### config.mk
export PLATFORM = sky130hd
export DESIGN_NAME = integer_to_ascii_any_base_unit
export DESIGN_NICKNAME = d
export VERILOG_FILES = /design/src/itoa_pkg.sv /design/src/itoa_div.sv /design/src/itoa_dstk.sv /design/src/integer_to_ascii_any_base_unit.sv
export SDC_FILE = /design/constraint.sdc
export NUM_CORES = 1
export LEC_CHECK = 0
export BUFFER_PORTS_ARGS = -buffer_cell sky130_fd_sc_hd__buf_2
export CAP_MARGIN = 5
export CORE_MARGIN = 4
export CORE_UTILIZATION = 31
export CTS_BUF_LIST = sky130_fd_sc_hd__clkbuf_8
export DETAILED_ROUTE_END_ITERATION = 7
export REMOVE_ABC_BUFFERS = 1
export SLEW_MARGIN = 0
export SYNTH_ARGS = -nofsm -noshare
export SYNTH_HDL_FRONTEND = slang
export SYNTH_HIERARCHICAL = 1
export SYNTH_SLANG_ARGS = --single-unit
### constraint.sdc
create_clock -name clk -period 19.2 [get_ports clk]
set_input_delay 0 -clock clk [delete_from_list [all_inputs] [get_ports clk]]
set_output_delay 0 -clock clk [all_outputs]
set_load 0.02 [all_outputs]
### src/itoa_pkg.sv
// ---------------------------------------------------------------------------
// itoa_pkg: shared constants and helpers for the integer-to-text converter
// Field widths, divider sizing, character codes and the stack control bundle.
// ---------------------------------------------------------------------------
`default_nettype none

package itoa_pkg;

  localparam int ValueWidth  = 32;
  localparam int RadixWidth  = 6;
  localparam int CharWidth   = 7;
  // quotient bits resolved per cycle by the digit-serial divider
  localparam int DivBits     = 8;
  localparam int DivSteps    = ValueWidth / DivBits;
  localparam int DivCntWidth = $clog2(DivSteps);
  // longest digit run: 32 binary digits
  localparam int StackDepth  = ValueWidth;
  localparam int StackAddrW  = $clog2(StackDepth);
  localparam int StackCntW   = $clog2(StackDepth + 1);

  localparam logic [RadixWidth-1:0] RadixMin   = RadixWidth'(2);
  localparam logic [RadixWidth-1:0] RadixMax   = RadixWidth'(36);
  localparam logic [RadixWidth-1:0] RadixReset = RadixWidth'(10);

  localparam logic [CharWidth-1:0] CharZero  = CharWidth'(8'h30);
  localparam logic [CharWidth-1:0] CharA     = CharWidth'(8'h61);
  localparam logic [CharWidth-1:0] CharMinus = CharWidth'(8'h2d);
  localparam logic [RadixWidth-1:0] DigitMaxNum = RadixWidth'(9);
  localparam logic [RadixWidth-1:0] DigitTen    = RadixWidth'(10);

  // stack control between sequencer and digit store
  typedef struct packed {
    logic push;
    logic pop;
  } stk_ctl_t;

  // clamp the raw register into the supported base range
  function automatic logic [RadixWidth-1:0] eff_radix(input logic [RadixWidth-1:0] r);
    logic [RadixWidth-1:0] res;
    res = r;
    if (r < RadixMin) res = RadixMin;
    else if (r > RadixMax) res = RadixMax;
    return res;
  endfunction

  // map a digit value to its ASCII character
  function automatic logic [CharWidth-1:0] digit_char(input logic [RadixWidth-1:0] d);
    logic [CharWidth-1:0] c;
    if (d > DigitMaxNum) c = CharA + CharWidth'(d - DigitTen);
    else c = CharZero + CharWidth'(d);
    return c;
  endfunction

endpackage

`default_nettype wire

### src/itoa_div.sv
// ---------------------------------------------------------------------------
// itoa_div: digit-serial divider
// Restoring division of a 32-bit magnitude by the base, eight quotient bits
// per cycle; quotient and remainder are valid when done pulses and hold until the next start.
// ---------------------------------------------------------------------------
`default_nettype none

module itoa_div
  import itoa_pkg::*;
(
  input  wire logic                  clk,
  input  wire logic                  rst_n,
  input  wire logic                  start,
  input  wire logic [ValueWidth-1:0] dividend,
  input  wire logic [RadixWidth-1:0] base,
  output logic                       done,
  output logic [ValueWidth-1:0]      quotient,
  output logic [RadixWidth-1:0]      remainder
);

  logic [ValueWidth-1:0]  q_r, q_nxt;
  logic [RadixWidth-1:0]  rem_r, rem_nxt;
  logic [RadixWidth-1:0]  base_r, base_use;
  logic [DivCntWidth-1:0] cnt_r;
  logic                   run_r;
  logic                   done_r;

  // resolve DivBits quotient bits, shifting dividend out and quotient in
  always_comb begin
    logic [ValueWidth-1:0] q;
    logic [RadixWidth-1:0] rem;
    logic [RadixWidth:0]   t;
    q        = start ? dividend : q_r;
    rem      = start ? '0 : rem_r;
    base_use = start ? base : base_r;
    for (int i = 0; i < DivBits; i++) begin
      t = {rem, q[ValueWidth-1]};
      if (t >= {1'b0, base_use}) begin
        rem = RadixWidth'(t - {1'b0, base_use});
        q   = {q[ValueWidth-2:0], 1'b1};
      end else begin
        rem = t[RadixWidth-1:0];
        q   = {q[ValueWidth-2:0], 1'b0};
      end
    end
    q_nxt   = q;
    rem_nxt = rem;
  end

  // advance the step count and hold the partial results
  always_ff @(posedge clk) begin
    if (!rst_n) begin
      run_r  <= 1'b0;
      done_r <= 1'b0;
      cnt_r  <= '0;
    end else begin
      done_r <= 1'b0;
      if (start) begin
        run_r <= 1'b1;
        cnt_r <= DivCntWidth'(1);
      end else if (run_r) begin
        cnt_r <= cnt_r + DivCntWidth'(1);
        if (cnt_r == DivCntWidth'(DivSteps - 1)) begin
          run_r  <= 1'b0;
          done_r <= 1'b1;
        end
      end
    end
    if (start || run_r) begin
      q_r   <= q_nxt;
      rem_r <= rem_nxt;
    end
    if (start) base_r <= base;
  end

  assign done      = done_r;
  assign quotient  = q_r;
  assign remainder = rem_r;

endmodule

`default_nettype wire

### src/itoa_dstk.sv
// ---------------------------------------------------------------------------
// itoa_dstk: digit stack
// Holds digits least significant first and hands them back in reverse.
// ---------------------------------------------------------------------------
`default_nettype none

module itoa_dstk
  import itoa_pkg::*;
(
  input  wire logic                  clk,
  input  wire logic                  rst_n,
  input  wire stk_ctl_t              ctl,
  input  wire logic [RadixWidth-1:0] push_digit,
  output logic [RadixWidth-1:0]      top_digit,
  output logic [StackCntW-1:0]       count
);

  logic [RadixWidth-1:0] mem_r [StackDepth];
  logic [StackCntW-1:0]  cnt_r;
  logic [StackCntW-1:0]  top_idx;
  logic [RadixWidth-1:0] top_r;

  // track fill level
  always_ff @(posedge clk) begin
    if (!rst_n) begin
      cnt_r <= '0;
    end else begin
      priority if (ctl.push) begin
        cnt_r <= cnt_r + StackCntW'(1);
      end else if (ctl.pop) begin
        cnt_r <= cnt_r - StackCntW'(1);
      end
    end
  end

  // address of the entry that is on top after this cycle's pop
  assign top_idx = cnt_r - (ctl.pop ? StackCntW'(2) : StackCntW'(1));

  // store pushed digit and register the new top entry
  always_ff @(posedge clk) begin
    if (ctl.push) mem_r[cnt_r[StackAddrW-1:0]] <= push_digit;
    if (ctl.push) begin
      top_r <= push_digit;
    end else begin
      top_r <= mem_r[top_idx[StackAddrW-1:0]];
    end
  end

  assign top_digit = top_r;
  assign count     = cnt_r;

endmodule

`default_nettype wire

### src/integer_to_ascii_any_base_unit.sv
// ---------------------------------------------------------------------------
// integer_to_ascii_any_base_unit: signed 32-bit value to text in base 2..36
// Emits one ASCII character per output strobe, most significant first.
// ---------------------------------------------------------------------------
// Usage:
//   Input: pulse start with in_value while busy is low; the value is taken
//   at that edge and busy stays high until its last character has gone out.
//   Output: each character appears on out_char_code for one cycle with
//   out_strobe high; out_last_char marks the final one. No NUL follows.
//   The receiver cannot stall, so characters leave at once.
//   Config: cfg_radix is written when cfg_valid and cfg_ready are high;
//   cfg_ready is high whenever the unit is idle. Values below 2 act as 2,
//   above 36 as 36. Reset sets the base to 10.
//   Timing: the divider resolves eight quotient bits per cycle and runs
//   one division per digit. A minus sign leaves in the cycle after the
//   transfer; the digits follow one per cycle once all divisions are done.
//   Reset: synchronous, active low; clears all control state and sets the base to 10.
// ---------------------------------------------------------------------------
`default_nettype none

module integer_to_ascii_any_base_unit
  import itoa_pkg::*;
(
  input  wire logic                  clk,
  input  wire logic                  rst_n,
  input  wire logic                  start,
  output logic                       busy,
  input  wire logic [ValueWidth-1:0] in_value,
  output logic                       out_strobe,
  output logic [CharWidth-1:0]       out_char_code,
  output logic                       out_last_char,
  input  wire logic                  cfg_valid,
  output logic                       cfg_ready,
  input  wire logic [RadixWidth-1:0] cfg_radix
);

  typedef enum logic [1:0] {
    ST_IDLE,
    ST_CONV,
    ST_EMIT
  } state_t;

  state_t                state_r;
  logic [RadixWidth-1:0] radix_r;
  logic [RadixWidth-1:0] base_r;
  logic [ValueWidth-1:0] mag;
  logic                  accept;

  logic                  div_start;
  logic [ValueWidth-1:0] div_dividend;
  logic                  div_done;
  logic [ValueWidth-1:0] div_q;
  logic [RadixWidth-1:0] div_rem;

  stk_ctl_t              stk_ctl;
  logic [RadixWidth-1:0] stk_top;
  logic [StackCntW-1:0]  stk_cnt;

  logic                  out_strobe_r;
  logic [CharWidth-1:0]  out_char_r;
  logic                  out_last_r;

  assign busy      = (state_r != ST_IDLE);
  assign cfg_ready = !busy;
  assign accept    = start && !busy;
  assign mag       = in_value[ValueWidth-1] ? (ValueWidth'(0) - in_value) : in_value;

  // start a division on transfer and after each digit while quotient remains; push each remainder, pop while emitting
  always_comb begin
    div_start    = 1'b0;
    div_dividend = div_q;
    stk_ctl      = '0;
    unique case (state_r)
      ST_IDLE: begin
        div_start    = accept;
        div_dividend = mag;
      end
      ST_CONV: begin
        stk_ctl.push = div_done;
        div_start    = div_done && (div_q != '0);
      end
      ST_EMIT: begin
        stk_ctl.pop = 1'b1;
      end
      default: begin
        div_start = 1'b0;
      end
    endcase
  end

  // hold base register
  always_ff @(posedge clk) begin
    if (!rst_n) begin
      radix_r <= RadixReset;
    end else if (cfg_valid && cfg_ready) begin
      radix_r <= cfg_radix;
    end
  end

  // sequence conversion and register the character output
  always_ff @(posedge clk) begin
    if (!rst_n) begin
      state_r      <= ST_IDLE;
      out_strobe_r <= 1'b0;
      out_last_r   <= 1'b0;
      out_char_r   <= '0;
    end else begin
      out_strobe_r <= 1'b0;
      out_last_r   <= 1'b0;
      unique case (state_r)
        ST_IDLE: begin
          if (accept) begin
            state_r <= ST_CONV;
            if (in_value[ValueWidth-1]) begin
              out_strobe_r <= 1'b1;
              out_char_r   <= CharMinus;
            end
          end
        end
        ST_CONV: begin
          if (div_done && (div_q == '0)) state_r <= ST_EMIT;
        end
        ST_EMIT: begin
          out_strobe_r <= 1'b1;
          out_char_r   <= digit_char(stk_top);
          if (stk_cnt == StackCntW'(1)) begin
            out_last_r <= 1'b1;
            state_r    <= ST_IDLE;
          end
        end
        default: begin
          state_r <= ST_IDLE;
        end
      endcase
    end
  end

  // latch the clamped base for this item
  always_ff @(posedge clk) begin
    if (accept) base_r <= eff_radix(radix_r);
  end

  itoa_div u_div (
    .clk       (clk),
    .rst_n     (rst_n),
    .start     (div_start),
    .dividend  (div_dividend),
    .base      (state_r == ST_IDLE ? eff_radix(radix_r) : base_r),
    .done      (div_done),
    .quotient  (div_q),
    .remainder (div_rem)
  );

  itoa_dstk u_dstk (
    .clk        (clk),
    .rst_n      (rst_n),
    .ctl        (stk_ctl),
    .push_digit (div_rem),
    .top_digit  (stk_top),
    .count      (stk_cnt)
  );

  assign out_strobe    = out_strobe_r;
  assign out_char_code = out_char_r;
  assign out_last_char = out_last_r;

  // the final character always coincides with a return to idle
  a_last_idle: assert property (@(posedge clk) disable iff (!rst_n)
    out_strobe && out_last_char |-> !busy)
    else $error("last character while still busy");

  // a finished division only ever arrives while converting
  a_done_conv: assert property (@(posedge clk) disable iff (!rst_n)
    div_done |-> state_r == ST_CONV)
    else $error("divider result outside conversion");

  // emission never runs on an empty stack
  a_emit_nonempty: assert property (@(posedge clk) disable iff (!rst_n)
    state_r == ST_EMIT |-> stk_cnt != '0)
    else $error("emit with empty digit stack");

  // the stack never overflows
  a_stack_bound: assert property (@(posedge clk) disable iff (!rst_n)
    stk_cnt <= StackCntW'(StackDepth))
    else $error("digit stack overflow");

endmodule

`default_nettype wire

After elaboration in Yosys (flattened, before gate mapping)

Memories as Yosys holds them, arrays and structs flattened.
Index checks and enable logic that the tools add are counted.

Shift operators: 0
Divide/modulo/power cells: 0
Bitwise gates (word level): 2
Equal/unequal tests: 8
Add/sub/neg operators: 16
$lt $le $gt $ge: 11
$mul: 0
Reduce and logical (&&, ||, !) cells: 18
Muxes and demuxes: 51

Operators by type and width:

| cell                    | number |
|---|---|
| $mux W32                | 3 |
| $mux W6                 | 16 |
| $ge A7 B6 Y1            | 8 |
| $sub A6 B6 Y6           | 8 |
| $logic_not A32 Y1       | 1 |
| $reduce_bool A32 Y1     | 1 |
| $sub A1 B32 Y32 const A | 1 |
| $mux W1                 | 21 |
| $mux W7                 | 3 |
| $pmux W7 S2             | 1 |
| $mux W2                 | 4 |
| $ne A2 B2 Y1 const B    | 4 |
| $reduce_bool A2 Y1      | 4 |
| $add A6 B6 Y7 const A   | 1 |
| $add A7 B7 Y7 const A   | 1 |
| $sub A6 B4 Y7 const B   | 1 |
| $add A6 B1 Y6 const B   | 1 |
| $eq A6 B1 Y1 const B    | 1 |
| $gt A6 B4 Y1 const B    | 1 |
| $gt A6 B6 Y1 const B    | 1 |
| $lt A6 B2 Y1 const B    | 1 |
| $pmux W2 S3             | 1 |
| $reduce_and A3 Y1       | 2 |
| $sub A6 B1 Y6 const B   | 1 |
| other kinds (13)        | 19 |

Logic and storage cells: 122
ROM bits: 0
Latch bits: 0
RAM bits: 192
Input port bits: 42
Register bits: 83
Memories kept: 1
Output and inout port bits: 11

Memories:

| memory       | words | bits a word | rd ports | clocked after memory_dff | write ports | line            | RTL |
|---|---|---|---|---|---|---|---|
| u_dstk.mem_r | 32    | 6           | 1        | 0                        | 1           | itoa_dstk.sv:18 | `logic [RadixWidth-1:0] mem_r [StackDepth];` |

Depth between registers and ports, before layout

Gate-level depths: netlist of the first run.

Depth in word-level cells: 21
Mapped depth: 86
Gate-level depth less buffers: 81

Hierarchy

Netlist of the first run, hierarchy kept.

By module, submodules not included:

| module                         | cells each | area each (um2) | seq. area each (um2) | instances |
|---|---|---|---|---|
| itoa_dstk                      | 435        | 8368.0          | 6005.8               | 1 |
| itoa_div                       | 451        | 4610.7          | 1341.3               | 1 |
| integer_to_ascii_any_base_unit | 309        | 2227.1          | 520.5                | 1 |

Least setup slack after synthesis of the first run

Ideal clock, no wire load.

Kind: flip-flop to flip-flop
From: reg state_r[1]
To: reg u_div.rem_r[1], in the netlist u_div/remainder[1], data pin
Path buffers: 8
Setup time: 260 ps
Stages on the path, launching flop included: 86
Period minus slack after synthesis: 18306 ps
Setup slack: 894 ps
Data required time: 18940 ps
Arrival: 18046 ps
Path through: dfxtp_1 nor2_1 buf_1 nand2_1 o21ai_0 buf_2 buf_1 buf_1 mux2i_1 ha_1 a21o_1 a221oi_2 a21bo_2 buf_2 mux2_2 inv_1 ha_1 a21o_1 [... 50 more ...] nor2b_1 o21ai_0 nand2b_1 a21o_1 a21oi_1 o21ai_0 a21o_1 a211oi_1 mux2i_2 mux2i_1 ha_1 a21o_1 a21o_1 a21o_1 a21o_1 a211o_1 a2111oi_4 mux2_2

Cells in the longest elaborated chain, start to end: 21
Elaborated cells between the ends (all ways): 35
Classes of those cells: add/sub (8); order compare (8); eq/ne (1); mux (14); reduce/logical (4)

Ends and longest elaborated chain:

| what                                                 | line                                  | RTL |
|---|---|---|
| start, declared                                      | integer_to_ascii_any_base_unit.sv:43  | `state_t state_r;` |
| start signal, assigned                               | integer_to_ascii_any_base_unit.sv:103 | `state_r <= ST_IDLE;` |
| start signal, assigned                               | integer_to_ascii_any_base_unit.sv:113 | `state_r <= ST_CONV;` |
| start signal, assigned                               | integer_to_ascii_any_base_unit.sv:121 | `if (div_done && (div_q == '0)) state_r <= ST_EMIT;` |
| $reduce_bool A2 Y1 (*)                               | integer_to_ascii_any_base_unit.sv:63  | `assign busy = (state_r != ST_IDLE);` |
| $logic_not A1 Y1 (*)                                 | n/a                                   |  |
| via cfg_ready                                        | integer_to_ascii_any_base_unit.sv:33  | `output logic cfg_ready,` |
| $logic_and A1 B1 Y1 (*)                              | integer_to_ascii_any_base_unit.sv:65  | `assign accept = start && !busy;` |
| $pmux W1 S2 (*)                                      | integer_to_ascii_any_base_unit.sv:73  | `unique case (state_r)` |
| via div_start                                        | integer_to_ascii_any_base_unit.sv:49  | `logic div_start;` |
| $mux W32, or another cell as far along               | itoa_div.sv:33                        | `q = start ? dividend : q_r;` |
| $sub A6 B6 Y6 / $ge A7 B6 Y1 (equally long branches) | itoa_div.sv:39, itoa_div.sv:38        |  |
| [... 8 more ...]                                     | n/a                                   |  |
| $mux W6                                              | itoa_div.sv:38                        | `if (t >= {1'b0, base_use}) begin` |
| $sub A6 B6 Y6 / $ge A7 B6 Y1 (equally long branches) | itoa_div.sv:39, itoa_div.sv:38        |  |
| $mux W6                                              | itoa_div.sv:38                        |  |
| $ge A7 B6 Y1 / $sub A6 B6 Y6 (equally long branches) | itoa_div.sv:38, itoa_div.sv:39        |  |
| $mux W6                                              | itoa_div.sv:38                        |  |
| $sub A6 B6 Y6 / $ge A7 B6 Y1 (equally long branches) | itoa_div.sv:39, itoa_div.sv:38        |  |
| $mux W6 (*)                                          | itoa_div.sv:38                        |  |
| via u_div.rem_nxt[1]                                 | itoa_div.sv:22                        | `logic [RadixWidth-1:0] rem_r, rem_nxt;` |
| end signal, assigned                                 | itoa_div.sv:71                        | `rem_r <= rem_nxt;` |
| end, declared                                        | itoa_div.sv:22                        |  |

The timed path passes the listed nets; every way through them passes the cells marked *.
A chain may end at the register's enable or synchronous reset.

Final worst setup path of the first run

From: reg u_div.q_r[27], in the netlist u_div/quotient[27]
To: reg u_div.rem_r[4], in the netlist u_div/remainder[4], data pin

Cells in the longest elaborated chain, start to end: 20
Elaborated cells between the ends (all ways): 31
Classes of those cells: add/sub (8); order compare (8); mux (13); reduce/logical (2)

Ends and longest elaborated chain:

| what                                                 | line                                 | RTL |
|---|---|---|
| start, declared                                      | itoa_div.sv:21                       | `logic [ValueWidth-1:0] q_r, q_nxt;` |
| start signal, assigned                               | itoa_div.sv:70                       | `q_r <= q_nxt;` |
| $reduce_bool A32 Y1 (*)                              | integer_to_ascii_any_base_unit.sv:80 | `div_start = div_done && (div_q != '0);` |
| $logic_and A1 B1 Y1 (*)                              | integer_to_ascii_any_base_unit.sv:80 |  |
| $pmux W1 S2 (*)                                      | integer_to_ascii_any_base_unit.sv:73 |  |
| via div_start                                        | integer_to_ascii_any_base_unit.sv:49 |  |
| $mux W32, or another cell as far along               | itoa_div.sv:33                       |  |
| $sub A6 B6 Y6 / $ge A7 B6 Y1 (equally long branches) | itoa_div.sv:39, itoa_div.sv:38       |  |
| $mux W6                                              | itoa_div.sv:38                       |  |
| $sub A6 B6 Y6 / $ge A7 B6 Y1 (equally long branches) | itoa_div.sv:39, itoa_div.sv:38       |  |
| [... 6 more ...]                                     | n/a                                  |  |
| $mux W6                                              | itoa_div.sv:38                       |  |
| $sub A6 B6 Y6 / $ge A7 B6 Y1 (equally long branches) | itoa_div.sv:39, itoa_div.sv:38       |  |
| $mux W6                                              | itoa_div.sv:38                       |  |
| $ge A7 B6 Y1 / $sub A6 B6 Y6 (equally long branches) | itoa_div.sv:38, itoa_div.sv:39       |  |
| $mux W6                                              | itoa_div.sv:38                       |  |
| $sub A6 B6 Y6 / $ge A7 B6 Y1 (equally long branches) | itoa_div.sv:39, itoa_div.sv:38       |  |
| $mux W6 (*)                                          | itoa_div.sv:38                       |  |
| via u_div.rem_nxt[4]                                 | itoa_div.sv:22                       |  |

Marks and branches as above.

==> flow_metrics.env, run 1 <==
export IMPL_diodes=0
export IMPL_grt_max_degree=56
export IMPL_synth_xor_area_share_pct=4.032
export IMPL_cts_path_max_buffers=3
export IMPL_drtIter0Drc=701
export IMPL_slowest_delay_ns=0.46
export IMPL_cp_slowest_cell="or3_1"
export IMPL_status="finished clean"
export IMPL_critPathKind="flop to flop"
export IMPL_fillers=4659
export IMPL_post_route_period_util_pct=94.35
export IMPL_min_from="in_value[18]"
export IMPL_cp_max_fo=14
export IMPL_max_slew_margin_pct=34.54
export IMPL_place_gp_congestion=0.8462
export IMPL_drv_slew=0
export IMPL_synthAdderAreaFrac_pct=6.336
export IMPL_syn_to_final_growth_pct=15.44
export IMPL_initial_core_util_pct=31.58
export IMPL_cp_buffers_inverters=8
export IMPL_grt_pass1_vias=10040
export IMPL_yosys_area_share_simple_pct=10.80
export IMPL_yosysUniqueCellTypes=96
export IMPL_synth_compound_area_share_pct=10.55
export IMPL_synth_top_area_share_pct=46.61
export IMPL_synth_edff_count=236
export IMPL_ys_flop_type="edfxtp_1"
export IMPL_clkTransAtPathRegs_ns=0.06
export IMPL_io_buffer_count=52
export IMPL_muxShareOfSynthArea_pct=13.60
export IMPL_antenna_found_initial=0
export IMPL_dr_pass1_iters=5
export IMPL_crit_top_cell="a21o_1"
export IMPL_die_area_um2=52660
export IMPL_ys_seq_area_share_pct=51.74
export IMPL_drcViolationCount=0
export IMPL_final_layout_size_suffix_gt1_share_pct=21.82
export IMPL_grt_ovfl_total=0
export IMPL_fp_row_count=80
export IMPL_hp_class="primary input to flop"
export IMPL_cp_data_arrival_time_ns=18.42
export IMPL_tightest_slew_ns=0.9806
export IMPL_maxClockFrequency_mhz=55.20
export IMPL_cts_sinks=275
export IMPL_clockRootBuffer="clkbuf_8"
export IMPL_routedWlPerCell_um=17.89
export IMPL_tns_ns=0
export IMPL_startpoint_type="flop"
export IMPL_ioPinCount=53
export IMPL_htree_num_levels=2
export IMPL_grt_pass1_wl_mm=56.58
export IMPL_synth_cells=1195
export IMPL_crit_start="u_div/quotient[27]$_DFFE_PP_"
export IMPL_ys_top_cells_by_area="edfxtp_1 (47%), mux4_2 (7.1%), dfxtp_1 (5.1%)"
export IMPL_yosysWarnings=6
export IMPL_ys_ff_latch=275
export IMPL_insertion_delay_ns=0.58
export IMPL_numCtsBuffers=44
export IMPL_drv_cap=0
export IMPL_cts_tree="yes"
export IMPL_fp_dieH_um=229.5
export IMPL_vias=10030
export IMPL_dpl_cell_area_um2=16180
export IMPL_drt_wl_total_mm=35.75
export IMPL_final_area_um2=17550
export IMPL_syn_avg_cell_area_um2=12.72
export IMPL_finalHoldViolCount=0
export IMPL_core_um2=48150
export IMPL_synth_top_family_by_area="multiplexers"
export IMPL_required_ns=19.51
export IMPL_die_x_um=229.5
export IMPL_synthArstFlopShare_pct=0
export IMPL_grt_usage_pct=13.30
export IMPL_crit_path_end_kind="flop"
export IMPL_vias_per_cell=5.016
export IMPL_final_util_pct=36.46
export IMPL_cp_top_family="compound AO/OA/AOI/OAI gates"
export IMPL_ant_nets=0
export IMPL_finalClockSkew_ns=0.02963
export IMPL_hpwl_mm=24.06
export IMPL_synth_top_cell_by_area="edfxtp_1"
export IMPL_setup_viol=0
export IMPL_finalCriticalPeriod_ns=18.12
export IMPL_reg2reg_from="u_div/quotient[27]$_DFFE_PP_"
export IMPL_synth_area_um2=15210
export IMPL_nets=1426
[registers in the layout (all words and copies together) (netlist names), 6 cells and up]
name,count
base_r,6
out_char_code,7
radix_r,6
u_div/base_r,6
u_div/quotient,32
u_div/remainder,6
u_dstk/count,6
u_dstk/mem_r,192
u_dstk/top_digit,6
[cells by family (layout without fill, tap and decap cells)]
kind of cell / Yosys count / in the layout
DFF: 275 / 275
and+or+nand+nor: 320 / 320
xor gates and xnor gates: 67 / 67
AOI/OAI and AO/OA: 228 / 228
muxes: 140 / 140
buffers and inverters: 94 / 242
adders and majority gates: 71 / 71
[through the flow]
step	hold WS, ns	setup WS (ns)	instances
2_1_floorplan	0.07183	-1.521	1149
3_3_place_gp	0.2269	0.7101	1875
3_5_place_dp	0.2266	0.3341	1875
4_1_cts	0.005161	0.1773	1993
5_1_grt	0.03862	-0.1154	1999
6_report	0.05468	1.085	1999
[final timing paths]
check	depth (start not counted)	to	slack [ns]
max	81	u_div/remainder[4]$_DFFE_PP_	1.09
min	4	u_div/quotient[26]$_DFFE_PP_	0.05
max reg2reg	81	u_div/remainder[4]$_DFFE_PP_	1.09
min reg2reg	2	out_char_code[1]$_SDFFE_PN0P_	0.47
[cells in the mapped netlist, types with 5 or more instances]
| cell | number |
|---|---|
| a21boi_0 | 10 |
| a32o_1 | 12 |
| mux2i_1 | 41 |
| xnor2_1 | 24 |
| or3_1 | 7 |
| edfxtp_1 | 236 |
| nor3_1 | 11 |
| nand3_1 | 17 |
| fa_1 | 10 |
| buf_6 | 5 |
| o31ai_1 | 10 |
| and2_1 | 9 |
| nor4_1 | 12 |
| nand3b_1 | 6 |
| mux4_2 | 48 |
| and3_1 | 8 |
| o21ai_0 | 69 |
| nor2_1 | 63 |
| o31ai_2 | 7 |
| inv_1 | 46 |
| buf_2 | 10 |
| nor2b_1 | 18 |
| nand2_1 | 111 |
| ha_1 | 61 |
| o41ai_1 | 9 |
| xor2_1 | 41 |
| nand4_1 | 6 |
| a21o_1 | 19 |
| a211oi_1 | 5 |
| dfxtp_1 | 39 |
| clkbuf_1 | 22 |
| a21oi_1 | 39 |
| mux2_2 | 50 |
| nand2b_1 | 17 |
[final cells by class]
type	instances	area (µm²)	area share, %
clock buffer	44	605.6	3.450
sequential	275	7868	44.82
inverter	48	180.2	1.026
tap	656	820.8	4.676
multi-input combinational	826	6999	39.87
clock inverter	32	219.0	1.247
timing repair buffer	118	860.8	4.904
[tightest hold or removal path: stages]
cell,delay (ns)
buf_2,0.12
xor2_1,0.07
o21ai_0,0.15
mux2_2,0.16
[repair_timing]
action,in CTS,in global routing
hold buffers,42,0
setup endpoints to repair,0,7
hold endpoints to repair,48,0
buffers inserted,0,6
gates resized for setup,0,19
[metal layers]
layer | track usage, % | share of wire [%] | vias up
met1 | 18.18 | 46 | 4979
met2 | 22.31 | 49 | 207
met4 | 3.214 | 1.8 | 0
li1 | - | - | 4793
met5 | 0 | 0 | -
met3 | 2.025 | 3.9 | 48
[cells in the final DEF, fill, tap and decap left out, types with 11 or more instances in the layout]
cell | netlist | layout
a21o_1 | 19 | 19
xnor2_1 | 24 | 24
nor2_1 | 63 | 61
a32o_1 | 12 | 12
mux2i_1 | 41 | 39
mux2_2 | 50 | 50
edfxtp_1 | 236 | 236
buf_2 | 10 | 52
a21oi_1 | 39 | 37
mux4_2 | 48 | 48
clkbuf_8 | 1 | 44
nand2b_1 | 17 | 17
dlygate4sd3_1 | 0 | 42
xor2_1 | 41 | 41
nand2_1 | 111 | 111
buf_4 | 2 | 24
inv_1 | 46 | 63
nor2b_1 | 18 | 18
nor3_1 | 11 | 11
dfxtp_1 | 39 | 39
o21ai_0 | 69 | 66
ha_1 | 61 | 60
nand3_1 | 17 | 17
Power of run 1 is not shown: default switching activity piles up to over one toggle a cycle in this logic, so the estimate is an artifact.
==> inputs of run 2 (changes only) <==
--- a/config.mk
+++ b/config.mk
@@ -15,5 +15,4 @@
 export SLEW_MARGIN = 0
 export SYNTH_ARGS = -nofsm -noshare
 export SYNTH_HDL_FRONTEND = slang
-export SYNTH_HIERARCHICAL = 1
 export SYNTH_SLANG_ARGS = --single-unit
==> flow_metrics.env, run 2 <==
export IMPL_whs_ns=0.01392
export IMPL_synth_commonest_cells="edfxtp_1 (236), nand2_1 (103), nor2_1 (78), ha_1 (62), o21ai_0 (62)"
export IMPL_core_um2=46460
export IMPL_ys_top_cells_by_area="edfxtp_1 (49%), mux4_2 (9.3%), dfxtp_1 (5.4%)"
export IMPL_crit_path_end_kind="flop"
export IMPL_hold_end="u_div.quotient[14]$_DFFE_PP_"
export IMPL_reg2reg_to="u_div.remainder[1]$_DFFE_PP_"
export IMPL_dpl_cell_area_um2=15600
export IMPL_grt_usage_pct=13.46
export IMPL_clkTransAtPathRegs_ns=0.06
export IMPL_ioPinCount=53
export IMPL_die_area_um2=50450
export IMPL_dr_pass1_iters=5
export IMPL_numCtsBuffers=46
export IMPL_drv_cap=0
export IMPL_synth_area_um2=14550
export IMPL_required_ns=19.50
export IMPL_vias_per_cell=5.063
export IMPL_htree_num_levels=2
export IMPL_syn_avg_cell_area_um2=12.91
export IMPL_clockRootBuffer="clkbuf_8"
export IMPL_max_slew_margin_pct=32.95
export IMPL_antenna_found_initial=0
export IMPL_largest_reg_flops=192
export IMPL_ys_seq_area_share_pct=54.09
export IMPL_diodes=0
export IMPL_regArea_um2=7868
export IMPL_synthArstFlopShare_pct=0
export IMPL_yosysWarnings=0
export IMPL_synth_top_area_share_pct=48.72
export IMPL_ys_flop_type="edfxtp_1"
export IMPL_syn_to_final_growth_pct=17.57
export IMPL_tns_ns=0
export IMPL_place_gp_congestion=0.8545
export IMPL_cp_data_arrival_time_ns=18.42
export IMPL_r2r_cells=81
export IMPL_drtIter0Drc=769
export IMPL_multi_input_area_um2=6436
export IMPL_layout_commonest_cell="edfxtp_1"
export IMPL_die_x_um=224.6
export IMPL_synth_most_common_cell="edfxtp_1"
export IMPL_drcViolationCount=0
export IMPL_post_route_period_util_pct=94.40
export IMPL_routedWlPerCell_um=18.19
export IMPL_mostFrequentLayoutCells="edfxtp_1 (236), nand2_1 (103), nor2_1 (78), ha_1 (61)"
export IMPL_cp_buffers_inverters=6
export IMPL_cp_max_fo=7
export IMPL_crit_top_cell="a21o_1"
export IMPL_insertion_delay_ns=0.57
export IMPL_finalHoldViolCount=0
export IMPL_grt_pass1_vias=9735
export IMPL_finalClockSkew_ns=0.02447
export IMPL_slowest_delay_ns=0.61
export IMPL_ant_nets=0
export IMPL_rrSetupSlack_ns=1.08
export IMPL_fillers=4474
export IMPL_hpwl_mm=23.27
export IMPL_reg2reg_from="u_div.quotient[25]$_DFFE_PP_"
export IMPL_synth_edff_count=236
export IMPL_final_layout_size_suffix_gt1_share_pct=20.62
export IMPL_cts_sinks=275
export IMPL_synth_cells=1127
export IMPL_io_buffer_count=52
export IMPL_status="finished clean"
export IMPL_finalCriticalPeriod_ns=18.12
export IMPL_cp_slowest_cell="or4_4"
export IMPL_grt_pass1_wl_mm=54.14
export IMPL_drt_wl_total_mm=34.60
export IMPL_startpoint_type="flop"
export IMPL_fp_row_count=79
export IMPL_grt_max_degree=64
export IMPL_yosysUniqueCellTypes=78
export IMPL_synth_top_cell_by_area="edfxtp_1"
export IMPL_tightest_slew_ns=1.006
export IMPL_initial_core_util_pct=31.31
export IMPL_ys_ff_latch=275
export IMPL_critPathKind="flop to flop"
export IMPL_cts_tree="yes"
export IMPL_hold_path_cell_count=3
export IMPL_fp_dieH_um=224.6
export IMPL_maxClockFrequency_mhz=55.18
export IMPL_nets=1376
export IMPL_hp_class="primary input to flop"
export IMPL_min_from="in_value[6]"
export IMPL_cp_top_family="compound AO/OA/AOI/OAI gates"
export IMPL_final_util_pct=36.81
export IMPL_setup_viol=0
export IMPL_final_area_um2=17100
export IMPL_cts_path_max_buffers=3
export IMPL_grt_ovfl_total=0
export IMPL_vias=9630
export IMPL_drv_slew=0
## run 2: cells by family (layout without fill, tap and decap cells)
kind of cell               after synthesis  in the layout  share of synthesized area, %
xor gates and xnor gates                69             69                         4.154
buffers and inverters                   90            258                         2.426
and+or+nand+nor                        307            307                         10.25
AOI/OAI and AO/OA                      204            204                         9.341
DFF                                    275            275                         54.09
adders and majority gates               71             71                         6.571
muxes                                  111            111                         13.17
## run 2: cell type report
type	instances	share of cell area, %
clock inverters	30	1.244
well taps	607	4.441
clock buffers	50	4.024
multi-input cells	762	37.63
inverters	50	1.127
flip-flops and latches	275	46.00
repair buffers	128	5.531
## run 2: routing by layer
| metal | GRT usage [%] | up-vias | share of wire, % |
|---|---|---|---|
| met1 | 18.21 | 4731 | 45 |
| met4 | 3.775 | 0 | 2.4 |
| met3 | 2.180 | 60 | 4.8 |
| met5 | 0 | - | 0 |
| li1 | - | 4569 | - |
| met2 | 22.57 | 270 | 48 |
## run 2: how the worst max path moves through the flow
| stage | start | to | cells past startpoint | slack (ns) |
|---|---|---|---|---|
| after CTS | u_div.quotient[25]$_DFFE_PP_ | u_div.remainder[1]$_DFFE_PP_ | 82 | 0.007 |
| after global routing | u_div.quotient[17]$_DFFE_PP_ | u_div.remainder[1]$_DFFE_PP_ | 84 | -0.02 |
| after global placement | u_div.quotient[7]$_DFFE_PP_ | u_div.remainder[2]$_DFFE_PP_ | 78 | 0.56 |
| final | u_div.quotient[25]$_DFFE_PP_ | u_div.remainder[1]$_DFFE_PP_ | 81 | 1.08 |
| after floorplan | state_r[0]$_SDFFE_PN0P_ | u_div.remainder[1]$_DFFE_PP_ | 79 | 0.54 |
| after detailed placement | u_div.quotient[25]$_DFFE_PP_ | u_div.remainder[5]$_DFFE_PP_ | 82 | 0.11 |
## run 2: timing repair
action	in CTS	in global routing
buffers inserted	0	9
resized for setup	0	14
hold endpoints to repair	38	0
endpoints found under the setup margin	0	7
hold buffers	46	0
## run 2: metrics by stage
step	setup slack, ns	std cells
floorplan	0.5381	1087
global placement	0.5638	1767
detailed placement	0.1114	1767
CTS	0.007160	1893
global route	-0.01960	1902
finish	1.076	1902
## run 2: worst min-delay path: cells and delay by family
kind	cells	cell delay [ns]
AOI/OAI and AO/OA	1	0.23
buffers and inverters	1	0.13
xor gates and xnor gates	1	0.08
Power of run 2 is left out for the same reason.
